[src/epcl_pkg.sv]
package epcl_pkg;

  // default width of the bit-time tick counter
  localparam int COUNT_WIDTH_DEF = 16;

  // reset value of the ticks-per-bit register
  localparam logic [15:0] BIT_TICKS_RST = 16'd2437;

  // operation codes of an input request
  localparam logic [1:0] OP_TICK      = 2'd0;
  localparam logic [1:0] OP_READ_INIT = 2'd1;
  localparam logic [1:0] OP_SEND_CFG  = 2'd2;

  // sequencer phase codes
  localparam logic [4:0] PH_IDLE       = 5'd0;
  localparam logic [4:0] PH_WAIT_HIGH1 = 5'd1;
  localparam logic [4:0] PH_WAIT_LOW   = 5'd2;
  localparam logic [4:0] PH_WAIT_HIGH2 = 5'd3;
  localparam logic [4:0] PH_WAIT_FALL  = 5'd4;
  localparam logic [4:0] PH_SKIP_FULL  = 5'd5;
  localparam logic [4:0] PH_SKIP_HALF  = 5'd6;
  localparam logic [4:0] PH_SAMPLE     = 5'd7;
  localparam logic [4:0] PH_GAP        = 5'd8;
  localparam logic [4:0] PH_ACK        = 5'd9;
  localparam logic [4:0] PH_WRITE      = 5'd10;

  // frame counts and slot counts
  localparam logic [3:0] ACK_FRAME     = 4'd12;
  localparam logic [3:0] DATA_BITS     = 4'd8;
  localparam logic [3:0] FRAME_SLOTS   = 4'd12;
  localparam logic [3:0] PREAMBLE_SLOTS = 4'd4;
  localparam logic [3:0] ACK_SLOTS     = 4'd13;
  localparam logic [2:0] GAP_BITS      = 3'd4;
  localparam logic [7:0] TRAILER_BYTE  = 8'd11;

  // one result as it leaves the sequencer
  typedef struct packed {
    logic        drive_enable;
    logic        drive_level;
    logic        busy;
    logic        done;
    logic [15:0] received_word;
  } epcl_result_t;

  // byte carried by each send-config frame
  function automatic logic [7:0] frame_byte(input logic [3:0] f, input logic [15:0] w);
    logic [7:0] b;
    b = 8'h00;
    case (f)
      4'd0:    b = w[7:0];
      4'd1:    b = w[15:8];
      4'd2:    b = {7'd0, w[0]};
      4'd3:    b = {7'd0, w[1]};
      4'd4:    b = {7'd0, w[2]};
      4'd5:    b = {6'd0, w[4:3]};
      4'd6:    b = {6'd0, w[6:5]};
      4'd7:    b = {6'd0, w[9:8]};
      4'd8:    b = {7'd0, w[7]};
      4'd11:   b = TRAILER_BYTE;
      default: b = 8'h00;
    endcase
    return b;
  endfunction

endpackage

[src/epcl_seq.sv]
module epcl_seq #(
  parameter int COUNT_WIDTH = epcl_pkg::COUNT_WIDTH_DEF
) (
  input  logic                 clk,
  input  logic                 rst_n,
  input  logic                 step,
  input  logic [1:0]           operation,
  input  logic                 line_in,
  input  logic [15:0]          send_word,
  input  logic [15:0]          bit_ticks,
  output epcl_pkg::epcl_result_t result
);
  import epcl_pkg::*;

  localparam int CMP_W = (COUNT_WIDTH + 1 > 17) ? COUNT_WIDTH + 1 : 17;

  logic [4:0]             phase_r, phase_nxt;
  logic [COUNT_WIDTH-1:0] tick_r, tick_nxt;
  logic [3:0]             bit_r, bit_nxt;
  logic [3:0]             frame_r, frame_nxt;
  logic [2:0]             pulse_r, pulse_nxt;
  logic [7:0]             shift_r, shift_nxt;
  logic [15:0]            word_r, word_nxt;
  logic [15:0]            rx_r, rx_nxt;
  logic                   done_nxt;

  logic [15:0]            dly_target;
  logic [CMP_W-1:0]       tick_inc;
  logic                   dly_end;
  logic [COUNT_WIDTH-1:0] dly_tick;
  logic [3:0]             bit_inc;
  logic [3:0]             frame_inc;
  logic [2:0]             pulse_inc;
  logic [7:0]             shift_smp;
  logic [3:0]             slot_off;
  logic [7:0]             tx_byte;

  // delay counter shared by all timed phases
  assign dly_target = (phase_r == PH_SKIP_HALF) ? {1'b0, bit_ticks[15:1]} : bit_ticks;
  assign tick_inc   = CMP_W'(tick_r) + CMP_W'(1);
  assign dly_end    = (tick_inc >= CMP_W'(dly_target)) || (tick_r == '1);
  assign dly_tick   = dly_end ? '0 : tick_inc[COUNT_WIDTH-1:0];

  assign bit_inc   = bit_r + 4'd1;
  assign frame_inc = frame_r + 4'd1;
  assign pulse_inc = pulse_r + 3'd1;

  // data bit sampled on the first tick of its bit time
  always_comb begin
    shift_smp = shift_r;
    if ((tick_r == '0) && (bit_r < DATA_BITS)) begin
      shift_smp = shift_r | (8'(line_in) << bit_r[2:0]);
    end
  end

  // phase sequencer
  always_comb begin
    phase_nxt = phase_r;
    tick_nxt  = tick_r;
    bit_nxt   = bit_r;
    frame_nxt = frame_r;
    pulse_nxt = pulse_r;
    shift_nxt = shift_r;
    word_nxt  = word_r;
    rx_nxt    = rx_r;
    done_nxt  = 1'b0;
    case (phase_r)
      PH_IDLE: begin
        tick_nxt  = '0;
        bit_nxt   = 4'd0;
        pulse_nxt = 3'd0;
        if (operation == OP_READ_INIT) begin
          frame_nxt = 4'd0;
          phase_nxt = PH_WAIT_HIGH1;
        end else if (operation == OP_SEND_CFG) begin
          word_nxt  = send_word;
          frame_nxt = 4'd0;
          phase_nxt = PH_WRITE;
        end
      end
      PH_WAIT_HIGH1: begin
        if (line_in) phase_nxt = PH_WAIT_LOW;
      end
      PH_WAIT_LOW: begin
        if (!line_in) phase_nxt = PH_WAIT_HIGH2;
      end
      PH_WAIT_HIGH2: begin
        if (line_in) phase_nxt = PH_WAIT_FALL;
      end
      PH_WAIT_FALL: begin
        if (!line_in) begin
          shift_nxt = 8'd0;
          bit_nxt   = 4'd0;
          tick_nxt  = '0;
          phase_nxt = PH_SKIP_FULL;
        end
      end
      PH_SKIP_FULL: begin
        tick_nxt = dly_tick;
        if (dly_end) phase_nxt = PH_SKIP_HALF;
      end
      PH_SKIP_HALF: begin
        tick_nxt = dly_tick;
        if (dly_end) phase_nxt = PH_SAMPLE;
      end
      PH_SAMPLE: begin
        shift_nxt = shift_smp;
        tick_nxt  = dly_tick;
        if (dly_end) begin
          bit_nxt = bit_inc;
          if (bit_inc >= DATA_BITS) begin
            bit_nxt = 4'd0;
            if (frame_r == ACK_FRAME) begin
              // ack byte after send-config is dropped
              phase_nxt = PH_IDLE;
              tick_nxt  = '0;
              pulse_nxt = 3'd0;
              done_nxt  = 1'b1;
            end else if (frame_r == 4'd0) begin
              word_nxt  = {8'd0, shift_smp};
              frame_nxt = 4'd1;
              phase_nxt = PH_WAIT_HIGH1;
            end else begin
              rx_nxt    = {shift_smp, word_r[7:0]};
              pulse_nxt = 3'd0;
              phase_nxt = PH_GAP;
            end
          end
        end
      end
      PH_GAP: begin
        tick_nxt = dly_tick;
        if (dly_end) begin
          pulse_nxt = pulse_inc;
          if (pulse_inc >= GAP_BITS) begin
            pulse_nxt = 3'd0;
            bit_nxt   = 4'd0;
            phase_nxt = PH_ACK;
          end
        end
      end
      PH_ACK: begin
        tick_nxt = dly_tick;
        if (dly_end) begin
          bit_nxt = bit_inc;
          if (bit_inc >= ACK_SLOTS) begin
            phase_nxt = PH_IDLE;
            tick_nxt  = '0;
            bit_nxt   = 4'd0;
            pulse_nxt = 3'd0;
            done_nxt  = 1'b1;
          end
        end
      end
      PH_WRITE: begin
        tick_nxt = dly_tick;
        if (dly_end) begin
          bit_nxt = bit_inc;
          if (bit_inc >= FRAME_SLOTS) begin
            bit_nxt   = 4'd0;
            frame_nxt = frame_inc;
            if (frame_inc >= ACK_FRAME) begin
              frame_nxt = ACK_FRAME;
              phase_nxt = PH_WAIT_HIGH1;
            end
          end
        end
      end
      default: begin
        // unused phase codes fall back to idle
        phase_nxt = PH_IDLE;
        tick_nxt  = '0;
        bit_nxt   = 4'd0;
        pulse_nxt = 3'd0;
        done_nxt  = 1'b1;
      end
    endcase
  end

  // line drive for the phase being entered
  assign slot_off = bit_nxt - PREAMBLE_SLOTS;
  assign tx_byte  = frame_byte(frame_nxt, word_nxt);

  always_comb begin
    result.drive_enable  = 1'b0;
    result.drive_level   = 1'b0;
    result.busy          = (phase_nxt != PH_IDLE);
    result.done          = done_nxt;
    result.received_word = rx_nxt;
    if (phase_nxt == PH_WRITE) begin
      result.drive_enable = 1'b1;
      if (bit_nxt < PREAMBLE_SLOTS) begin
        result.drive_level = ~bit_nxt[0];
      end else begin
        result.drive_level = tx_byte[slot_off[2:0]];
      end
    end else if (phase_nxt == PH_ACK) begin
      result.drive_enable = 1'b1;
      result.drive_level  = ~bit_nxt[0];
    end
  end

  // sequencer state
  always_ff @(posedge clk) begin
    if (!rst_n) begin
      phase_r <= PH_IDLE;
      tick_r  <= '0;
      bit_r   <= 4'd0;
      frame_r <= 4'd0;
      pulse_r <= 3'd0;
      shift_r <= 8'd0;
      word_r  <= 16'd0;
      rx_r    <= 16'd0;
    end else if (step) begin
      phase_r <= phase_nxt;
      tick_r  <= tick_nxt;
      bit_r   <= bit_nxt;
      frame_r <= frame_nxt;
      pulse_r <= pulse_nxt;
      shift_r <= shift_nxt;
      word_r  <= word_nxt;
      rx_r    <= rx_nxt;
    end
  end

endmodule

[src/esc_program_card_link_core.sv]
// Program-card link controller: each input request is one timing tick with a
// sample of the shared line, plus an optional start of a read-init or
// send-config sequence. A request is taken every clock cycle unless the output
// register is full and out_ready is low; its result (line drive, busy, done
// pulse and last received word) appears in the output register on the next
// cycle and the next request is taken in that same cycle when the output side
// is ready. All work of a tick is one pass through the phase sequencer; bit
// timing is set by bit_ticks, written via cfg while idle (the block does not enforce it).
module esc_program_card_link_core #(
  parameter int COUNT_WIDTH = epcl_pkg::COUNT_WIDTH_DEF
) (
  input  logic        clk,
  input  logic        rst_n,
  input  logic        in_valid,
  output logic        in_ready,
  input  logic [1:0]  in_operation,
  input  logic        in_line_in,
  input  logic [15:0] in_send_word,
  output logic        out_valid,
  input  logic        out_ready,
  output logic        out_drive_enable,
  output logic        out_drive_level,
  output logic        out_busy_res,
  output logic        out_done_res,
  output logic [15:0] out_received_word,
  input  logic        cfg_valid,
  output logic        cfg_ready,
  input  logic [15:0] cfg_data
);
  import epcl_pkg::*;

  logic [15:0]  bit_ticks_r;
  logic         out_valid_r;
  epcl_result_t out_res_r;
  epcl_result_t seq_res;
  logic         in_take;

  assign in_ready  = !out_valid_r || out_ready;
  assign in_take   = in_valid && in_ready;
  assign cfg_ready = 1'b1;

  // bit period register
  always_ff @(posedge clk) begin
    if (!rst_n) begin
      bit_ticks_r <= BIT_TICKS_RST;
    end else if (cfg_valid) begin
      bit_ticks_r <= cfg_data;
    end
  end

  epcl_seq #(
    .COUNT_WIDTH(COUNT_WIDTH)
  ) u_seq (
    .clk       (clk),
    .rst_n     (rst_n),
    .step      (in_take),
    .operation (in_operation),
    .line_in   (in_line_in),
    .send_word (in_send_word),
    .bit_ticks (bit_ticks_r),
    .result    (seq_res)
  );

  // output register
  always_ff @(posedge clk) begin
    if (!rst_n) begin
      out_valid_r <= 1'b0;
    end else if (in_take) begin
      out_valid_r <= 1'b1;
    end else if (out_ready) begin
      out_valid_r <= 1'b0;
    end
  end

  always_ff @(posedge clk) begin
    if (in_take) begin
      out_res_r <= seq_res;
    end
  end

  assign out_valid         = out_valid_r;
  assign out_drive_enable  = out_res_r.drive_enable;
  assign out_drive_level   = out_res_r.drive_level;
  assign out_busy_res      = out_res_r.busy;
  assign out_done_res      = out_res_r.done;
  assign out_received_word = out_res_r.received_word;

`ifndef SYNTHESIS
  // a finished sequence is no longer busy
  a_done_idle: assert property (@(posedge clk) disable iff (!rst_n)
    out_valid && out_done_res |-> !out_busy_res)
    else $error("done reported while still busy");

  // the line is only driven during a running sequence
  a_drive_busy: assert property (@(posedge clk) disable iff (!rst_n)
    out_valid && out_drive_enable |-> out_busy_res)
    else $error("line driven while idle");

  // an empty output register never blocks input
  a_ready_empty: assert property (@(posedge clk) disable iff (!rst_n)
    !out_valid |-> in_ready)
    else $error("input stalled with empty output register");

  // a taken request always produces a result next cycle
  a_result_follows: assert property (@(posedge clk) disable iff (!rst_n)
    in_valid && in_ready |=> out_valid)
    else $error("accepted request produced no result");
`endif

endmodule
[config.mk]
export PLATFORM = sky130hd
export DESIGN_NAME = esc_program_card_link_core
export DESIGN_NICKNAME = d
export VERILOG_FILES = /design/src/epcl_pkg.sv /design/src/epcl_seq.sv /design/src/esc_program_card_link_core.sv
export SDC_FILE = /design/constraint.sdc
export NUM_CORES = 1
export LEC_CHECK = 0
export BUFFER_PORTS_ARGS = -buffer_cell sky130_fd_sc_hd__buf_2
export CORE_MARGIN = 3
export CORE_UTILIZATION = 40
export CTS_CLUSTER_SIZE = 20
export DETAILED_ROUTE_END_ITERATION = 8
export PLACE_DENSITY = 0.67
export SKIP_CTS_REPAIR_TIMING = 1
export SYNTH_ARGS = -nofsm -noshare
export SYNTH_HDL_FRONTEND = slang
export SYNTH_SLANG_ARGS = --single-unit
[constraint.sdc]
create_clock -name clk -period 9.4 [get_ports clk]
set_clock_uncertainty 0.1 [all_clocks]
set_input_delay 1.88 -clock clk [delete_from_list [all_inputs] [get_ports clk]]
set_output_delay 1.88 -clock clk [all_outputs]
set_load 0.01 [all_outputs]
# [Word level (Yosys, flattened, before mapping)]
# Index checks and enable logic that the tools add are counted.
[op_classes] shifts=1 order_cmp=9 n_mux=87 bitwise=4 n_div=0 n_mul=0 add_sub_neg=5 reduce_logical=20 eq_ne=32
[op_table] op="$mux W16" count=19
[op_table] op="$mux W5" count=18
[op_table] op="$pmux W16 S5" count=1
[op_table] op="$pmux W8 S10" count=1
[op_table] op="$mux W4" count=19
[op_table] op="$pmux W5 S11" count=1
[op_table] op="$pmux W16 S2" count=1
[op_table] op="$eq A5 B4 Y1 const B" count=5
[op_table] op="$mux W3" count=8
[op_table] op="$pmux W4 S6" count=1
[op_table] op="$eq A5 B3 Y1 const B" count=4
[op_table] op="$add A16 B1 Y17 const B" count=1
[op_table] op="$ge A17 B16 Y1" count=1
[op_table] op="$eq A16 B16 Y1 const B" count=1
[op_table] op="$eq A4 B3 Y1 const B" count=4
[op_table] op="$ge A4 B4 Y1 const B" count=4
[op_table] op="$logic_not A16 Y1" count=1
[op_table] op="$mux W8" count=2
[op_table] op="$pmux W8 S2" count=1
[op_table] op="$eq A4 B4 Y1 const B" count=3
[op_table] op="$pmux W3 S4" count=1
[op_table] op="$pmux W4 S3" count=1
[op_table] op="$eq A5 B2 Y1 const B" count=2
[op_table] op="$mux W1" count=10
[op_table] op="other kinds (35)" count=48
[totals] ram_bits=0 output_inout_bits=23 rom_bits=0 latch_bits=0 mem_count=0 regBits=109 inputBits=40

# [Longest topological paths before layout]
[logic_depth] ltp_word=13 mapped_depth=20 ltp_nobuf=19

# [Hierarchy]
# From an unflattened synthesis, not the netlist that was laid out.
[unflattened] hier_cells=787 area_unflattened_um2=6651.4
[modules_own_cells] mod="epcl_seq" cells_per_inst=709 seq_area_each_um2=1441.4 instances=1 area_per_inst_um2=5392.7
[modules_own_cells] mod="esc_program_card_link_core" cells_per_inst=78 seq_area_each_um2=940.9 instances=1 area_per_inst_um2=1258.7

# [Worst setup path after synthesis]
# Ideal clock, no wire load.
[synth_timing] path_type="reg2reg" from="reg u_seq.phase_r[1]" to="reg out_res_r (netlist bit out_drive_level), data pin" setup_time_ps=264 setup_slack_ps=4934 path_stages_with_launch=18 t_arrival_ps=4102 required_ps=9036 cell_sequence="dfxtp_1 -> clkbuf_1 -> nand3b_1 -> clkbuf_1 -> clkbuf_1 -> mux2i_1 -> ha_1 -> a21o_1 -> a21oi_1 -> o21ai_1 -> a221oi_4 -> and3_1 -> buf_2 -> a2111oi_2 -> nor4_1 -> a211oi_1 -> nor4_1 -> a21oi_2"
[synth_rtl] element="start: declaration" line="epcl_seq.sv:17" source="logic [4:0] phase_r, phase_nxt;"
[synth_rtl] element="start signal: assignment" line="epcl_seq.sv:215" source="phase_r <= phase_nxt;"
[synth_rtl] element="end signal: assignment" line="esc_program_card_link_core.sv:77" source="out_res_r <= seq_res;"
[synth_rtl] element="end: declaration" line="esc_program_card_link_core.sv:34" source="epcl_result_t out_res_r;"

==> metrics.txt <==
# TYPE chip_impl_metric gauge
chip_impl_metric{name="cp.arrival",unit="ns"} 6.35
chip_impl_info{name="crit_path_cell_trace",value="nor3b_2 > nand3b_1 > mux2_2 > ha_1 > nand2b_1 > a21oi_1 > o21ai_1 > a221oi_4 > and3_1 > nor4_1 > a21oi_1 > or4b_1 > a21oi_1 > o31ai_1 > a31o_1 > a21oi_2"} 1
chip_impl_metric{name="fmax",unit="GHz"} 0.160
chip_impl_metric{name="slew_violations",unit=""} 0
chip_impl_metric{name="io_buffer_count",unit=""} 61
chip_impl_metric{name="drtPass1Iterations",unit=""} 5
chip_impl_metric{name="core_box_area",unit="um2"} 16000
chip_impl_metric{name="power_leakage",unit="nW"} 2.84
chip_impl_metric{name="portion_of_total_power_attributed_to_sequential_cells",unit="%"} 48.0
chip_impl_metric{name="slew_headroom",unit="%"} 30.1
chip_impl_info{name="highest_routed_layer",value="met4"} 1
chip_impl_metric{name="synthDominantCellAreaShare",unit="%"} 27.1
chip_impl_metric{name="grt_pass1_wl",unit="um"} 27900
chip_impl_metric{name="cpPeakStageDelay",unit="ns"} 0.76
chip_impl_metric{name="num-nets-final",unit=""} 870
chip_impl_metric{name="detail-route-antenna-nets",unit=""} 0
chip_impl_metric{name="worst_hold_slack",unit="ns"} 0.348
chip_impl_info{name="synth_area_leaders",value="dfxtp_1, edfxtp_1, nor2_1"} 1
chip_impl_metric{name="floorplan.die.height",unit="um"} 134
chip_impl_metric{name="grt_antenna_before_repair",unit=""} 0
chip_impl_metric{name="fp.dieArea",unit="um2"} 18000
chip_impl_metric{name="synth_fp_nets",unit=""} 848
chip_impl_metric{name="final.period_utilization",unit="%"} 66.3
chip_impl_info{name="predominant_post_synthesis_flop_cell",value="dfxtp_1"} 1
chip_impl_metric{name="h_tree_depth",unit=""} 3
chip_impl_metric{name="floorplan.rows",unit=""} 46
chip_impl_metric{name="yosysWarningCount",unit=""} 0
chip_impl_info{name="outcome",value="completed"} 1
chip_impl_metric{name="gp_congestion",unit=""} 0.922
chip_impl_metric{name="wl_met3",unit="um"} 885
chip_impl_info{name="worst_path_max_delay_cell",value="nand3b_1"} 1
chip_impl_metric{name="global_routing_usage_summed_across_all_routing_layers",unit="%"} 18.9
chip_impl_metric{name="clk_latency",unit="ns"} 0.36
chip_impl_metric{name="die_w",unit="um"} 134
chip_impl_metric{name="combPwrFrac",unit="%"} 16.7
chip_impl_metric{name="switching_share",unit="%"} 29.7
chip_impl_metric{name="detailroute.via_count",unit=""} 5865
chip_impl_metric{name="antenna_cells",unit=""} 0
chip_impl_info{name="grt_setup_unrepaired",value="no"} 1
chip_impl_metric{name="wl_per_cell",unit="um"} 16.7
chip_impl_metric{name="post_route_cells_drive_above_1_share",unit="%"} 14.3
chip_impl_metric{name="power_report.internal_total",unit="uW"} 751
chip_impl_metric{name="wl_met2",unit="um"} 7520
chip_impl_metric{name="post_synth_num_cell_types",unit=""} 78
chip_impl_info{name="criticalPathCategory",value="flop to flop"} 1
chip_impl_metric{name="cap_violations",unit=""} 0
chip_impl_metric{name="power.switching",unit="uW"} 317
chip_impl_metric{name="cts_num_sinks",unit=""} 109
chip_impl_metric{name="synth_edf_count",unit=""} 20
chip_impl_metric{name="grt_max_degree",unit=""} 79
chip_impl_metric{name="post_synth_inst_count",unit=""} 785
chip_impl_metric{name="route.detailed.vias_per_inst",unit=""} 5.71
chip_impl_metric{name="worstPathMaxFanout",unit=""} 17
chip_impl_metric{name="floorplan.initialDensity",unit="%"} 41.0
chip_impl_metric{name="fin_setup_tns",unit="ns"} 0
chip_impl_metric{name="placed_cells",unit=""} 1012
chip_impl_metric{name="cts-root-to-sink-buffers",unit=""} 2
chip_impl_metric{name="cts_clk_pin_slew_worst_paths",unit="ns"} 0.08
chip_impl_metric{name="pwr_density_cell",unit="nW/um2"} 147
chip_impl_info{name="synth.most_common_cell",value="nor2_1"} 1
chip_impl_info{name="setup.worst_path.end_class",value="flop"} 1
chip_impl_metric{name="mean_instance_size_in_the_synthesized_netlist",unit="um2"} 8.36
chip_impl_metric{name="ir_worst_vdd",unit="uV"} 86.4
chip_impl_metric{name="routedLengthMet1",unit="um"} 8470
chip_impl_metric{name="clock_buffers_created_by_tritoncts",unit=""} 9
chip_impl_metric{name="total_standard_cell_area_after_synthesis",unit="um2"} 6560
chip_impl_metric{name="report.power.total",unit="mW"} 1.07
chip_impl_info{name="ys_top_cells_by_count",value="nor2_1, dfxtp_1, nand2_1"} 1
chip_impl_metric{name="finalNonFillerCells",unit=""} 1028
chip_impl_info{name="synth_top_cell_by_area",value="dfxtp_1"} 1
chip_impl_metric{name="place.detailed.hpwl",unit="um"} 11900
chip_impl_info{name="cts_tree",value="built"} 1
chip_impl_info{name="min-delay-path-class",value="flop to flop"} 1
chip_impl_metric{name="drt_wl_total",unit="um"} 17100
chip_impl_metric{name="postSynth.asyncResetShare",unit="%"} 0
chip_impl_metric{name="total_drc_errors_in_the_routed_layout",unit=""} 0
chip_impl_info{name="cts-root-buf",value="clkbuf_16"} 1
chip_impl_info{name="worst_path_most_repeated_cell",value="a21oi_1"} 1
chip_impl_metric{name="minimum_clock_period_after_layout",unit="ns"} 6.23
chip_impl_metric{name="worstMarginPinSlew",unit="ns"} 1.05
chip_impl_metric{name="worstPathRequired",unit="ns"} 9.52
chip_impl_info{name="cell_family_contributing_the_most_delay_on_the_critical_path",value="simple AND/OR/NAND/NOR gates"} 1
chip_impl_metric{name="worst-path-buf-inv",unit=""} 0
chip_impl_metric{name="total_of_flip_flops_plus_latches_after_synthesis",unit=""} 109
chip_impl_metric{name="setup_viol",unit=""} 0
chip_impl_metric{name="num_io_pins",unit=""} 63
chip_impl_metric{name="global_route.overflow_total",unit=""} 0
chip_impl_metric{name="area_growth_syn_to_layout",unit="%"} 10.6
chip_impl_metric{name="timing_hold_violations_final",unit=""} 0
chip_impl_metric{name="drt-initial-drc-count",unit=""} 540
chip_impl_metric{name="power.share.clock",unit="%"} 35.3
chip_impl_metric{name="nFillCells",unit=""} 1645
chip_impl_metric{name="first_global_vias",unit=""} 5286
chip_impl_metric{name="synth.yosys.seq_area_share",unit="%"} 36.3
chip_impl_info{name="worstSetupStartpointType",value="flop"} 1
cells in the final DEF (no fill, tap or decap), types with 10 or more instances in the layout:
cell type	n
a211oi_1	14
a21oi_1	62
a22oi_1	28
a31oi_1	10
buf_2	61
dfxtp_1	89
edfxtp_1	20
ha_1	23
inv_1	10
mux2_2	13
mux2i_1	34
nand2_1	84
nand2b_1	13
nand3_1	15
nor2_1	97
nor3_1	27
o21ai_0	31
xnor2_1	17
registers in the layout, summed over array words and instances (netlist names):
name / cells
u_seq.pulse_r: 3
u_seq.bit_r: 4
out_drive_level: 1
u_seq.word_r: 16
out_valid: 1
bit_ticks_r: 16
u_seq.shift_r: 8
u_seq.rx_r: 16
u_seq.tick_r: 16
out_received_word: 16
u_seq.phase_r: 5
out_done_res: 1
u_seq.frame_r: 4
out_drive_enable: 1
out_busy_res: 1
metal layers:
layer	GRT usage [%]	vias to the layer above
met1	28.2	2778
met4	5.32	0
met5	0	-
li1	-	2913
met2	28.2	154
met3	3.23	20
kinds of logic (layout without fill, tap and decap cells):
| group | after synthesis | in the layout | synth area share, % |
|---|---|---|---|
| and+or+nand+nor | 303 | 303 | 22.4 |
| AOI/OAI and AO/OA | 208 | 208 | 21.5 |
| DFF | 109 | 109 | 36.3 |
| buffers and inverters | 69 | 96 | 4.44 |
| muxes | 48 | 48 | 7.76 |
| xor gates and xnor gates | 24 | 24 | 3.20 |
| adders and majority gates | 23 | 23 | 4.38 |
| other | 1 | 1 | 0.0571 |
worst min-delay path, cell delays in order, from the launching register on:
cell and delay, ns:
dfxtp_1 0.32, nand2_1 0.06, nor2_1 0.03
area by class of cell:
cell class / count / area [um2] / area share (%)
clock buffer: 10 / 239 / 3.29
sequential: 109 / 2380 / 32.8
clock inverter: 6 / 55.1 / 0.758
timing repair buffer: 68 / 358 / 4.93
multi-input combinational: 607 / 3910 / 53.9
tap: 216 / 270 / 3.72
inverter: 12 / 45.0 / 0.621
path summary, 6_finish.rpt:
| kind | start | to | slack, ns | depth (start not counted) |
|---|---|---|---|---|
| max | u_seq.phase_r[2] | out_drive_level | 3.17 | 16 |
| min | u_seq.pulse_r[2] | u_seq.pulse_r[2] | 0.35 | 2 |
| max reg2reg | u_seq.phase_r[2] | out_drive_level | 3.17 | 16 |
| min reg2reg | u_seq.pulse_r[2] | u_seq.pulse_r[2] | 0.35 | 2 |
per-stage QoR:
stage                     area, um2  utilization [%]  worst slack [ns]
final                          7260             45.4              3.17
after global routing           7260             45.4              2.74
after floorplan                6560                -              4.93
after detailed placement       6960             43.5              3.34
after CTS                      7260             45.4              3.26
after global placement         6960             43.5              3.49
power by group through the flow:
stage,sequential [mW],clock [mW],combinational (mW)
6_report,0.512,0.377,0.178
5_1_grt,0.515,0.403,0.199
4_1_cts,0.512,0.385,0.177
3_5_place_dp,0.523,0,0.176
3_3_place_gp,0.522,0,0.175
2_1_floorplan,0.515,0,0.132
Power figures use the tool's default switching activity.
